## src/sv/gbs_pkg.sv

```systemverilog
// Shared constants, types and helpers for the GIF block scanner.
`default_nettype none

package gbs_pkg;

  localparam int FRAME_COUNT_BITS = 16;
  localparam int FRAME_OUT_BITS   = 16;
  localparam int SKIP_BITS        = 10;
  localparam int HPOS_BITS        = 4;
  localparam int CHAIN_BITS       = 8;
  localparam int PHASE_BITS       = 4;
  localparam int GCE_BITS         = 2;
  localparam int VERDICT_BITS     = 2;
  localparam int OUT_DATA_BITS    = 24;

  localparam logic [PHASE_BITS-1:0] PH_HEADER   = 4'd0;
  localparam logic [PHASE_BITS-1:0] PH_GCT      = 4'd1;
  localparam logic [PHASE_BITS-1:0] PH_TAG      = 4'd2;
  localparam logic [PHASE_BITS-1:0] PH_LABEL    = 4'd3;
  localparam logic [PHASE_BITS-1:0] PH_EXT_LEN  = 4'd4;
  localparam logic [PHASE_BITS-1:0] PH_EXT_DATA = 4'd5;
  localparam logic [PHASE_BITS-1:0] PH_DESC     = 4'd6;
  localparam logic [PHASE_BITS-1:0] PH_LCT      = 4'd7;
  localparam logic [PHASE_BITS-1:0] PH_LZW      = 4'd8;
  localparam logic [PHASE_BITS-1:0] PH_IMG_LEN  = 4'd9;
  localparam logic [PHASE_BITS-1:0] PH_IMG_DATA = 4'd10;
  localparam logic [PHASE_BITS-1:0] PH_DONE     = 4'd11;

  localparam logic [VERDICT_BITS-1:0] V_UNDECIDED = 2'd0;
  localparam logic [VERDICT_BITS-1:0] V_OK        = 2'd1;
  localparam logic [VERDICT_BITS-1:0] V_BAD       = 2'd2;

  localparam logic [GCE_BITS-1:0] GCE_IDLE  = 2'd0;
  localparam logic [GCE_BITS-1:0] GCE_LABEL = 2'd1;
  localparam logic [GCE_BITS-1:0] GCE_SIZE  = 2'd2;
  localparam logic [GCE_BITS-1:0] GCE_DISP  = 2'd3;

  localparam logic [7:0] TAG_TRAILER   = 8'h3B;
  localparam logic [7:0] TAG_PAD       = 8'h00;
  localparam logic [7:0] TAG_EXTENSION = 8'h21;
  localparam logic [7:0] TAG_IMAGE     = 8'h2C;
  localparam logic [7:0] LABEL_GCE     = 8'hF9;
  localparam logic [7:0] GCE_SIZE_VAL  = 8'd4;
  localparam logic [2:0] DISPOSAL_PREV = 3'd3;

  localparam logic [HPOS_BITS-1:0] HDR_FLAGS_POS = 4'd10;
  localparam logic [HPOS_BITS-1:0] HDR_LAST_POS  = 4'd12;
  localparam logic [SKIP_BITS-1:0] DESC_LAST_POS = 10'd8;

  localparam logic [FRAME_COUNT_BITS-1:0] FRAME_MAX = {FRAME_COUNT_BITS{1'b1}};

  typedef struct packed {
    logic                      status;
    logic [FRAME_OUT_BITS-1:0] image_total;
    logic                      keep_prior;
  } result_t;

  function automatic logic [SKIP_BITS-1:0] table_bytes(input logic [7:0] flags);
    logic [SKIP_BITS-1:0] base;
    base = SKIP_BITS'(2) << flags[2:0];
    if (!flags[7]) begin
      return '0;
    end
    return (base << 1) + base;
  endfunction

endpackage

`default_nettype wire

```

## src/sv/gbs_walker.sv

```systemverilog
// Block-structure state machine: one byte of the file per advance.
`default_nettype none

module gbs_walker (
  input  wire logic            clk,
  input  wire logic            rst_n,
  input  wire logic            advance,
  input  wire logic [7:0]      data_byte,
  input  wire logic            last,
  output gbs_pkg::result_t     res
);

  logic [gbs_pkg::PHASE_BITS-1:0]       phase_r, phase_nxt;
  logic [gbs_pkg::SKIP_BITS-1:0]        skip_r, skip_nxt;
  logic [gbs_pkg::HPOS_BITS-1:0]        hpos_r, hpos_nxt;
  logic [gbs_pkg::CHAIN_BITS-1:0]       chain_r, chain_nxt;
  logic [gbs_pkg::GCE_BITS-1:0]         gce_r, gce_nxt;
  logic [gbs_pkg::FRAME_COUNT_BITS-1:0] frames_r, frames_nxt;
  logic                                 hist_r, hist_nxt;
  logic [gbs_pkg::VERDICT_BITS-1:0]     verdict_r, verdict_nxt;
  logic [gbs_pkg::SKIP_BITS-1:0]        tbl;
  logic [31:0]                          frames_ext;

  assign tbl = gbs_pkg::table_bytes(data_byte);

  always_comb begin
    phase_nxt   = phase_r;
    skip_nxt    = skip_r;
    hpos_nxt    = hpos_r;
    chain_nxt   = chain_r;
    gce_nxt     = gce_r;
    frames_nxt  = frames_r;
    hist_nxt    = hist_r;
    verdict_nxt = verdict_r;
    case (phase_r)
      gbs_pkg::PH_HEADER: begin
        if (hpos_r == gbs_pkg::HDR_FLAGS_POS) begin
          skip_nxt = tbl;
        end
        if (hpos_r >= gbs_pkg::HDR_LAST_POS) begin
          hpos_nxt  = '0;
          phase_nxt = (skip_nxt != '0) ? gbs_pkg::PH_GCT : gbs_pkg::PH_TAG;
        end else begin
          hpos_nxt = hpos_r + 1'b1;
        end
      end
      gbs_pkg::PH_GCT, gbs_pkg::PH_LCT: begin
        if (skip_r != '0) begin
          skip_nxt = skip_r - 1'b1;
        end
        if (skip_nxt == '0) begin
          phase_nxt = (phase_r == gbs_pkg::PH_GCT) ? gbs_pkg::PH_TAG : gbs_pkg::PH_LZW;
        end
      end
      gbs_pkg::PH_TAG: begin
        case (data_byte)
          gbs_pkg::TAG_TRAILER: begin
            verdict_nxt = gbs_pkg::V_OK;
            phase_nxt   = gbs_pkg::PH_DONE;
          end
          gbs_pkg::TAG_PAD: begin
          end
          gbs_pkg::TAG_EXTENSION: begin
            phase_nxt = gbs_pkg::PH_LABEL;
          end
          gbs_pkg::TAG_IMAGE: begin
            skip_nxt  = '0;
            phase_nxt = gbs_pkg::PH_DESC;
          end
          default: begin
            verdict_nxt = gbs_pkg::V_BAD;
            phase_nxt   = gbs_pkg::PH_DONE;
          end
        endcase
      end
      gbs_pkg::PH_LABEL: begin
        gce_nxt   = (data_byte == gbs_pkg::LABEL_GCE) ? gbs_pkg::GCE_LABEL : gbs_pkg::GCE_IDLE;
        phase_nxt = gbs_pkg::PH_EXT_LEN;
      end
      gbs_pkg::PH_EXT_LEN, gbs_pkg::PH_IMG_LEN: begin
        if (data_byte == 8'd0) begin
          gce_nxt = gbs_pkg::GCE_IDLE;
          if (phase_r == gbs_pkg::PH_IMG_LEN && frames_r != gbs_pkg::FRAME_MAX) begin
            frames_nxt = frames_r + 1'b1;
          end
          phase_nxt = gbs_pkg::PH_TAG;
        end else begin
          if (gce_r == gbs_pkg::GCE_LABEL) begin
            gce_nxt = (data_byte == gbs_pkg::GCE_SIZE_VAL) ? gbs_pkg::GCE_SIZE
                                                           : gbs_pkg::GCE_IDLE;
          end
          chain_nxt = data_byte;
          phase_nxt = (phase_r == gbs_pkg::PH_EXT_LEN) ? gbs_pkg::PH_EXT_DATA
                                                       : gbs_pkg::PH_IMG_DATA;
        end
      end
      gbs_pkg::PH_EXT_DATA, gbs_pkg::PH_IMG_DATA: begin
        if (gce_r == gbs_pkg::GCE_SIZE) begin
          gce_nxt = (data_byte[4:2] == gbs_pkg::DISPOSAL_PREV) ? gbs_pkg::GCE_DISP
                                                                : gbs_pkg::GCE_IDLE;
        end
        if (chain_r != '0) begin
          chain_nxt = chain_r - 1'b1;
        end
        if (chain_nxt == '0) begin
          if (gce_nxt == gbs_pkg::GCE_DISP) begin
            hist_nxt = 1'b1;
          end
          gce_nxt   = gbs_pkg::GCE_IDLE;
          phase_nxt = (phase_r == gbs_pkg::PH_EXT_DATA) ? gbs_pkg::PH_EXT_LEN
                                                        : gbs_pkg::PH_IMG_LEN;
        end
      end
      gbs_pkg::PH_DESC: begin
        if (skip_r >= gbs_pkg::DESC_LAST_POS) begin
          skip_nxt  = tbl;
          phase_nxt = (tbl != '0) ? gbs_pkg::PH_LCT : gbs_pkg::PH_LZW;
        end else begin
          skip_nxt = skip_r + 1'b1;
        end
      end
      gbs_pkg::PH_LZW: begin
        phase_nxt = gbs_pkg::PH_IMG_LEN;
      end
      default: begin
      end
    endcase
  end

  assign frames_ext      = 32'(frames_nxt);
  assign res.status      = (verdict_nxt != gbs_pkg::V_OK);
  assign res.image_total = frames_ext[gbs_pkg::FRAME_OUT_BITS-1:0];
  assign res.keep_prior  = hist_nxt;

  always_ff @(posedge clk) begin
    if (!rst_n || (advance && last)) begin
      phase_r   <= gbs_pkg::PH_HEADER;
      skip_r    <= '0;
      hpos_r    <= '0;
      chain_r   <= '0;
      gce_r     <= gbs_pkg::GCE_IDLE;
      frames_r  <= '0;
      hist_r    <= 1'b0;
      verdict_r <= gbs_pkg::V_UNDECIDED;
    end else if (advance) begin
      phase_r   <= phase_nxt;
      skip_r    <= skip_nxt;
      hpos_r    <= hpos_nxt;
      chain_r   <= chain_nxt;
      gce_r     <= gce_nxt;
      frames_r  <= frames_nxt;
      hist_r    <= hist_nxt;
      verdict_r <= verdict_nxt;
    end
  end

endmodule

`default_nettype wire

```

## src/sv/gbs_out_reg.sv

```systemverilog
// Result register for the scanner's verdict channel.
`default_nettype none

module gbs_out_reg (
  input  wire logic                                 clk,
  input  wire logic                                 rst_n,
  input  wire logic                                 load,
  input  gbs_pkg::result_t                          res,
  output logic                                      busy,
  output logic                                      out_tvalid,
  input  wire logic                                 out_tready,
  output logic [gbs_pkg::OUT_DATA_BITS-1:0]         out_tdata
);

  logic             valid_r, valid_nxt;
  gbs_pkg::result_t res_r;

  assign busy = valid_r && !out_tready;

  always_comb begin
    valid_nxt = valid_r;
    if (out_tready) begin
      valid_nxt = 1'b0;
    end
    if (load) begin
      valid_nxt = 1'b1;
    end
  end

  always_ff @(posedge clk) begin
    if (!rst_n) begin
      valid_r <= 1'b0;
    end else begin
      valid_r <= valid_nxt;
    end
  end

  always_ff @(posedge clk) begin
    if (load) begin
      res_r <= res;
    end
  end

  assign out_tvalid = valid_r;
  assign out_tdata  = gbs_pkg::OUT_DATA_BITS'({res_r.keep_prior, res_r.image_total,
                                               res_r.status});

endmodule

`default_nettype wire

```

## src/sv/gif_block_scanner.sv

```systemverilog
// Top level of the GIF block-structure scanner.
//
// The input channel carries the file one byte per transfer: in_tdata holds
// the byte, in_tlast marks the final byte of the file. Bytes are taken at one
// per clock while no last byte is held back. Each byte lands in an input
// register, then next-state logic updates the block walker. The byte marked last
// also loads the result register, and the walker returns to its reset state for
// the next file. One result per file: the last byte goes from the input register
// into the result register, which raises out_tvalid for the result transfer:
// status (0 trailer reached, 1 malformed or truncated), the saturating count
// of completed images, and the history flag.
// Bytes without tlast keep flowing while a result waits; a last byte is held
// in the input register only while the previous result is still untaken, and
// in_tready drops until the receiver takes it.
// Reset (rst_n low, synchronous) empties both registers and puts the walker at
// the start of the header.
`default_nettype none

module gif_block_scanner (
  input  wire logic                               clk,
  input  wire logic                               rst_n,
  input  wire logic                               in_tvalid,
  output logic                                    in_tready,
  input  wire logic [7:0]                         in_tdata,  // [7:0] data_byte
  input  wire logic                               in_tlast,
  output logic                                    out_tvalid,
  input  wire logic                               out_tready,
  // [0] status, [16:1] image_total, [17] keep_prior, [23:18] zero
  output logic [gbs_pkg::OUT_DATA_BITS-1:0]       out_tdata
);

  logic             full_r, full_nxt;
  logic [7:0]       byte_r;
  logic             last_r;
  logic             advance;
  logic             out_busy;
  gbs_pkg::result_t res;

  assign advance   = full_r && !(last_r && out_busy);
  assign in_tready = !full_r || advance;

  always_comb begin
    full_nxt = full_r;
    if (advance) begin
      full_nxt = 1'b0;
    end
    if (in_tvalid && in_tready) begin
      full_nxt = 1'b1;
    end
  end

  always_ff @(posedge clk) begin
    if (!rst_n) begin
      full_r <= 1'b0;
    end else begin
      full_r <= full_nxt;
    end
  end

  always_ff @(posedge clk) begin
    if (in_tvalid && in_tready) begin
      byte_r <= in_tdata;
      last_r <= in_tlast;
    end
  end

  gbs_walker u_walker (
    .clk       (clk),
    .rst_n     (rst_n),
    .advance   (advance),
    .data_byte (byte_r),
    .last      (last_r),
    .res       (res)
  );

  gbs_out_reg u_out (
    .clk        (clk),
    .rst_n      (rst_n),
    .load       (advance && last_r),
    .res        (res),
    .busy       (out_busy),
    .out_tvalid (out_tvalid),
    .out_tready (out_tready),
    .out_tdata  (out_tdata)
  );

endmodule

`default_nettype wire

```

## config.mk

```make
export PLATFORM = sky130hd
export DESIGN_NAME = gif_block_scanner
export DESIGN_NICKNAME = d
export VERILOG_FILES = /design/src/sv/gbs_pkg.sv /design/src/sv/gbs_walker.sv /design/src/sv/gbs_out_reg.sv /design/src/sv/gif_block_scanner.sv
export SDC_FILE = /design/constraint.sdc
export NUM_CORES = 1
export LEC_CHECK = 0
export ABC_AREA = 1
export BUFFER_PORTS_ARGS = -buffer_cell sky130_fd_sc_hd__buf_4
export CAP_MARGIN = 20
export CORE_ASPECT_RATIO = 0.8
export CORE_MARGIN = 2
export CORE_UTILIZATION = 61
export DETAILED_ROUTE_END_ITERATION = 6
export PLACE_DENSITY = 0.83
export SETUP_SLACK_MARGIN = 0.15
export SYNTH_ARGS = -nofsm -noshare
export SYNTH_HDL_FRONTEND = slang
export SYNTH_SLANG_ARGS = --single-unit
```

## constraint.sdc

```tcl
create_clock -name clk -period 2.6 [get_ports clk]
set_clock_uncertainty 0.2 [all_clocks]
set_input_delay 0 -clock clk [delete_from_list [all_inputs] [get_ports clk]]
set_output_delay 0 -clock clk [all_outputs]
set_load 0.03 [all_outputs]
```

==> results by group, run 1 <==
Timing
  • Slew headroom: 0.490
  • WHS: 145 ps
  • Final setup fails: 0
  • RSZ-0062 raised after global routing: true
  • Setup ws final: 223 ps
  • Setup tns final: 0 ps
  • Slew @ Worst Pin: 764 ps
  • Highest Clock Rate: 421 MHz
  • Min Tclk post-route: 2380 ps
  • Final worst path period share: 0.914
  • Final hold viol count: 0
  • Final-report max-slew violation count: 0

Synthesis
  • Combinational family with the most area after synthesis: simple AND/OR/NAND/NOR gates
  • Synth Cell Area: 0.00505 mm^2
  • Simple-Gate Fraction of Synth Area: 0.320
  • Complex-gate fraction of the synthesized area: 0.166
  • Syn Inst Count: 718
  • Sequential-to-total area share from yosys stat: 0.355
  • Post-Synth XOR/XNOR Area: 0.0226
  • Netlist cell types: 50
  • Register bit count reported by yosys: 76
  • Post-synth EDFFs: 27
  • Top_reg_cell synth: dfxtp_1
  • Synth Area in Adders: 0.0248
  • Yosys warnings: 0
  • Asr flop ratio synth: 0
  • Synth Area per Inst: 7.03 um^2
  • Mux cell area share after synthesis: 0

Placed design
  • Setup WS pre-CTS: 232 ps
  • I/O Buffers: 32
  • RD Place Congestion: 0.969
  • DP HPWL: 9180 um
  • Post-DP Area: 0.00536 mm^2

Routing
  • DRT Wirelength: 12,900 um
  • Drt first pass iters: 5
  • Post-route ant nets: 0
  • DR WL/cell: 14.5 um
  • Vias per inst: 5.66
  • DR iter-0 viols: 406
  • DR vias: 5,027
  • DR DRC count: 0

Power and ir drop
  • Pwr Total: 2750 uW
  • Leak Pwr: 0.00259 uW
  • Power per cell area: 475 mW/mm^2
  • Clock power frac: 0.367
  • P_int: 1970 uW
  • Net Sw Frac: 0.284
  • Sequential share of power: 0.481
  • Psw: 779 uW
  • Peak supply drop: 395 uV
  • Comb power frac: 0.152

Worst setup path
  • Critical Path Source Type: flip-flop
  • Crit-path max FO: 5
  • R2R cell count: 14
  • Critical path class: flip-flop to flip-flop
  • Worst path arrival time: 2440 ps
  • Critical path capture point type: flip-flop
  • CP required: 2670 ps

Min path
  • Worst hold stages: 2
  • Hold Path Class: input port to flip-flop

Cells and area
  • NumNets Final: 798
  • Fraction of layout instances using a drive strength above 1: 0.149
  • Register Area: 0.00179 mm^2
  • Fillers: 654
  • Cell area after layout: 0.00578 mm^2
  • Multi-input logic area: 0.00273 mm^2
  • Most common cell after layout, fill and taps aside: nand2_1
  • Syn-to-layout area delta: 14.6%
  • Antenna Cells: 0
  • Most frequent cells in the layout: nand2_1, inv_1, nor2_1

GRT
  • Largest net degree at the start of global routing: 30
  • Initial antenna violation count: 0
  • Total congestion overflow: 0
  • GRT Total Usage: 0.292
  • Number of global-route vias before repair: 4,467
  • Global-route wire length before repair: 21,100 um

Clock tree
  • CTS root buffer: clkbuf_8
  • H-tree Lvls: 3
  • Clock sinks: 76
  • CTS Buf Count: 9
  • Reg clk slew, reported paths: 80 ps
  • Later-pin clock latency in the skew report: 370 ps
  • CTS tree: done
  • Clock Tree Buf Depth: 2

Floorplan
  • Top-level I/O count: 39
  • Die height: 85.4 um
  • Die Width: 106 um
  • FP Rows: 29
  • Core ar.: 0.00798 mm^2
  • Die area: 0.00902 mm^2
  • Initial core utilization: 0.632

Run status
  • Outcome: finished clean

Job
  • Total of max-cap violations: 0
## layer usage
metal  wire, um  part of all wire  global-route usage
met4        338             0.026               0.105
met3        918             0.071              0.0599
met2       5860              0.46               0.464
met1       5750              0.45               0.397
met5          0                 0                   0
## per-stage QoR
stage	cells	utilization
after floorplan	723	-
after global placement	851	0.672
after detailed placement	851	0.672
after CTS	881	0.716
after global routing	888	0.725
final	888	0.725
## critical path, cell delays in order (launching register included)
cell	delay, ps
edfxtp_1	480
inv_2	130
nand2_1	150
nor2_1	140
ha_1	240
nand2_1	100
nand2_1	60
o21ai_1	120
nand3_1	100
nor2_1	110
nand2_1	80
a21oi_1	120
nand3_1	100
nand2_1	90
nor2_1	50
## power by group through the flow
| stage | combinational, uW | clock (uW) | sequential [uW] |
|---|---|---|---|
| 2_1_floorplan | 273 | 0 | 1350 |
| 3_3_place_gp | 365 | 0 | 1350 |
| 3_5_place_dp | 375 | 0 | 1350 |
| 4_1_cts | 395 | 1020 | 1320 |
| 5_1_grt | 461 | 1070 | 1330 |
| 6_report | 417 | 1010 | 1320 |
## layout make-up
cell class | count | share of cell area
multi-input combinational | 517 | 0.471
sequential | 76 | 0.310
timing repair buffer | 62 | 0.0865
inverter | 109 | 0.0720
tap | 108 | 0.0234
clock buffer | 10 | 0.0221
clock inverter | 6 | 0.0151
## flip-flops by register name, indices dropped and copies added (netlist names)
signal,cells
last_r,1
u_walker.chain_r,8
u_walker.gce_r,2
u_out.out_tdata,18
u_walker.hist_r,1
byte_r,8
full_r,1
u_walker.phase_r,4
u_walker.hpos_r,4
u_walker.verdict_r,2
u_walker.skip_r,10
u_walker.frames_r,16
u_out.out_tvalid,1
## synth_stat cells (9+ instances only)
cell / n / area share
a211oi_1: 14 / 0.021
a21oi_1: 42 / 0.042
dfxtp_1: 49 / 0.19
edfxtp_1: 27 / 0.16
ha_1: 10 / 0.025
inv_1: 98 / 0.073
inv_2: 9 / 0.0067
nand2_1: 165 / 0.12
nand3_1: 49 / 0.049
nand4_1: 11 / 0.014
nor2_1: 78 / 0.058
nor3_1: 15 / 0.015
o21ai_0: 43 / 0.043
o21ai_1: 9 / 0.0089
xor2_1: 12 / 0.021
## kinds of logic (layout without fill, tap and decap cells)
logic type / after synthesis / after routing
buf+inv: 130 / 187
compound gates: 136 / 136
flops: 76 / 76
fa+ha+maj: 10 / 10
other cells: 1 / 6
xor+xnor: 13 / 13
simple gates: 352 / 352
## worst paths after layout
path                                         from                                to  slack [ps]
setup reg to reg              byte_r[2]$_DFFE_PP_  u_walker.phase_r[0]$_SDFFE_PP0P_         220
hold / removal                        in_tdata[5]               byte_r[5]$_DFFE_PP_         140
setup / recovery              byte_r[2]$_DFFE_PP_  u_walker.phase_r[0]$_SDFFE_PP0P_         220
hold reg to reg   u_walker.hpos_r[0]$_SDFFE_PP0P_   u_walker.hpos_r[0]$_SDFFE_PP0P_         300
## timing repair
item / CTS / global route
buffers inserted: 0 / 7
endpoints found under the setup margin: 0 / 11
resized for setup: 0 / 8
hold endpoints to repair: 11 / 0
hold buffers: 14 / 0
No activity file was read; power rests on OpenSTA's default activity.
==> inputs of run 2 (changes only) <==
--- a/config.mk
+++ b/config.mk
@@ -16,4 +16,5 @@
 export SETUP_SLACK_MARGIN = 0.15
 export SYNTH_ARGS = -nofsm -noshare
 export SYNTH_HDL_FRONTEND = slang
+export SYNTH_HIERARCHICAL = 1
 export SYNTH_SLANG_ARGS = --single-unit
==> run 2 against run 1 <==
Against the previous run: sequential power about the same; critical path depth fell by 2; non-clock buffer count grew 3; worst hold slack improved by 18 ps; global-route usage up 0.65 points; flip-flop and latch count is the same; fmax up 2.2%; worst setup slack improved by 50 ps; largest cell class unchanged.
==> results by group, run 2 <==
Run status
  • Outcome: finished clean (unchanged)

Placed design
  • Post-DP Area: 0.00547 mm^2 (was 0.00536 mm^2)
  • I/O Buffers: 32 (unchanged)
  • RD Place Congestion: 1.01 (was 0.969)
  • DP HPWL: 9890 um (was 9180 um)

Cells and area
  • Cell area after layout: 0.00592 mm^2 (was 0.00578 mm^2)
  • Fraction of layout instances using a drive strength above 1: 0.164 (was 0.149)
  • Most frequent cells in the layout: nand2_1, inv_1, nor2_1 (unchanged)
  • Antenna Cells: 0 (unchanged)
  • Fin util: 0.735 (was 0.725)
  • Most common cell after layout, fill and taps aside: nand2_1 (unchanged)
  • Largest register FFs: 18 (unchanged)
  • Register Area: 0.00179 mm^2 (unchanged)
  • Syn-to-layout area delta: 15.1% (was 14.6%)
  • Multi-input logic area: 0.00282 mm^2 (was 0.00273 mm^2)
  • NumNets Final: 829 (was 798)
  • Fillers: 686 (was 654)

Clock tree
  • Clock Tree Buf Depth: 2 (unchanged)
  • CTS root buffer: clkbuf_8 (unchanged)
  • H-tree Lvls: 3 (unchanged)
  • Later-pin clock latency in the skew report: 360 ps (was 370 ps)
  • CTS Buf Count: 9 (unchanged)
  • CTS tree: done (unchanged)
  • Clock sinks: 76 (unchanged)
  • Reg clk slew, reported paths: 80 ps (about the same)

Timing
  • Final hold viol count: 0 (unchanged)
  • Final setup fails: 0 (unchanged)
  • Final worst path period share: 0.895 (was 0.914)
  • Min Tclk post-route: 2330 ps (was 2380 ps)
  • Slew @ Worst Pin: 738 ps (was 764 ps)
  • Setup tns final: 0 ps (unchanged)
  • RSZ-0062 raised after global routing: true (unchanged)
  • Final-report max-slew violation count: 0 (unchanged)
  • WHS: 163 ps (was 145 ps)
  • Highest Clock Rate: 430 MHz (was 421 MHz)
  • Slew headroom: 0.507 (was 0.490)

Floorplan
  • Die height: 86.1 um (was 85.4 um)
  • Top-level I/O count: 39 (unchanged)
  • Die area: 0.00918 mm^2 (was 0.00902 mm^2)
  • Die Width: 107 um (was 106 um)
  • FP Rows: 29 (unchanged)
  • Core ar.: 0.00806 mm^2 (was 0.00798 mm^2)
  • Initial core utilization: 0.638 (was 0.632)

Min path
  • Hold Path Class: input port to flip-flop (unchanged)

Synthesis
  • Sequential-to-total area share from yosys stat: 0.349 (was 0.355)
  • Yosys warnings: 6 (was 0)
  • Syn Inst Count: 751 (was 718)
  • Yosys top cell area share: 0.191 (was 0.194)
  • Synth Cell Area: 0.00514 mm^2 (was 0.00505 mm^2)
  • Commonest cells in the netlist: nand2_1, inv_1, nor2_1 (unchanged)
  • Cell taking the most area after synthesis: dfxtp_1 (unchanged)
  • Asr flop ratio synth: 0 (unchanged)
  • Post-synth EDFFs: 27 (unchanged)
  • Most numerous cell in the Yosys netlist: nand2_1 (unchanged)
  • Register bit count reported by yosys: 76 (unchanged)
  • Synth Area per Inst: 6.84 um^2 (was 7.03 um^2)
  • Netlist cell types: 45 (was 50)
  • Ranking of synthesized cells by area: dfxtp_1, edfxtp_1, nand2_1 (unchanged)
  • Top_reg_cell synth: dfxtp_1 (unchanged)

Routing
  • Post-route ant nets: 0 (unchanged)
  • Vias per inst: 5.79 (was 5.66)
  • DRT Wirelength: 13,700 um (was 12,900 um)
  • DR WL/cell: 15.0 um (was 14.5 um)
  • DR iter-0 viols: 444 (was 406)
  • Drt first pass iters: 5 (unchanged)
  • DR vias: 5,323 (was 5,027)
  • DR DRC count: 0 (unchanged)

Worst setup path
  • Critical path class: flip-flop to flip-flop (unchanged)
  • CP required: 2650 ps (was 2670 ps)
  • Critical path capture point type: flip-flop (unchanged)
  • R2R Setup Slk: 270 ps (was 220 ps)
  • Critical Path Source Type: flip-flop (unchanged)
  • Crit-path max FO: 8 (was 5)
  • Worst path arrival time: 2380 ps (was 2440 ps)

GRT
  • Initial antenna violation count: 0 (unchanged)
  • GRT Total Usage: 0.298 (was 0.292)
  • Number of global-route vias before repair: 4,621 (was 4,467)
  • Total congestion overflow: 0 (unchanged)
  • Largest net degree at the start of global routing: 25 (was 30)
  • Global-route wire length before repair: 22,000 um (was 21,100 um)

Job
  • Total of max-cap violations: 0 (unchanged)

Power and ir drop
  • Peak supply drop: 377 uV (was 395 uV)
  • Leak Pwr: 0.00267 uW (was 0.00259 uW)
  • Power per cell area: 503 mW/mm^2 (was 475 mW/mm^2)
==> run 2: cell type report <==
type / count / share of cell area
Multi-Input combinational cell: 538 / 0.477
Sequential cell: 76 / 0.303
Tap cell: 108 / 0.0228
Timing Repair Buffer: 65 / 0.0880
Clock inverter: 5 / 0.00952
Inverter: 116 / 0.0738
Clock buffer: 11 / 0.0258
==> run 2: what timing repair did <==
action	CTS	global route
hold buffers	13	0
setup buffers	0	6
hold endpoints to repair	21	0
gates resized for setup	0	21
setup endpoints to repair	0	5
==> run 2: power breakdown <==
| group | switching, uW | internal, uW |
|---|---|---|
| Combinational | 438 | 227 |
| Sequential | 55.3 | 1290 |
| Clock | 466 | 503 |
| Total | 959 | 2020 |
==> run 2: worst paths after layout <==
path,startpoint,endpoint,depth (start not counted)
worst max-delay path,u_walker/chain_r[0]$_SDFFE_PP0P_,u_walker/phase_r[3]$_SDFFE_PP0P_,12
worst min-delay path,in_tdata[4],byte_r[4]$_DFFE_PP_,2
worst max register to register,u_walker/chain_r[0]$_SDFFE_PP0P_,u_walker/phase_r[3]$_SDFFE_PP0P_,12
worst min register to register,u_walker/hist_r$_SDFFE_PP0P_,u_walker/hist_r$_SDFFE_PP0P_,2
==> run 2: cells by family after synthesis <==
group / after synthesis / share of synthesized area
AND/OR/NAND/NOR: 364 / 0.317
buffers and inverters: 143 / 0.117
AO/OA/AOI/OAI: 142 / 0.167
flip-flops: 76 / 0.349
XOR/XNOR: 15 / 0.0256
adder cells (fa/ha/maj): 10 / 0.0243
other: 1 / 0.000730
==> run 2: metal layers <==
layer  wire (um)  GRT usage  vias to the layer above
li1            -          -                     2569
met1        6180      0.431                     2436
met2        6120      0.467                      285
met3        1210     0.0547                       33
met4         238     0.0697                        0
met5           0          0                        -
==> run 2: stage by stage <==
step,total power [uW],worst slack (ps),std cells
2_1_floorplan,1820,421,756
3_3_place_gp,1960,334,883
3_5_place_dp,1980,226,883
4_1_cts,2950,209,912
5_1_grt,3120,71.8,919
6_report,2980,273,919
==> run 2: critical path, cell delays in order, from the launching register on <==
cell	delay [ps]
dfxtp_1	330
inv_2	120
ha_1	170
nor3b_4	350
nand2_4	120
nand3_1	110
nand2_1	70
nor2_2	160
nand2_2	110
a21oi_4	270
nand3_1	100
nand2_1	80
nor2_1	50
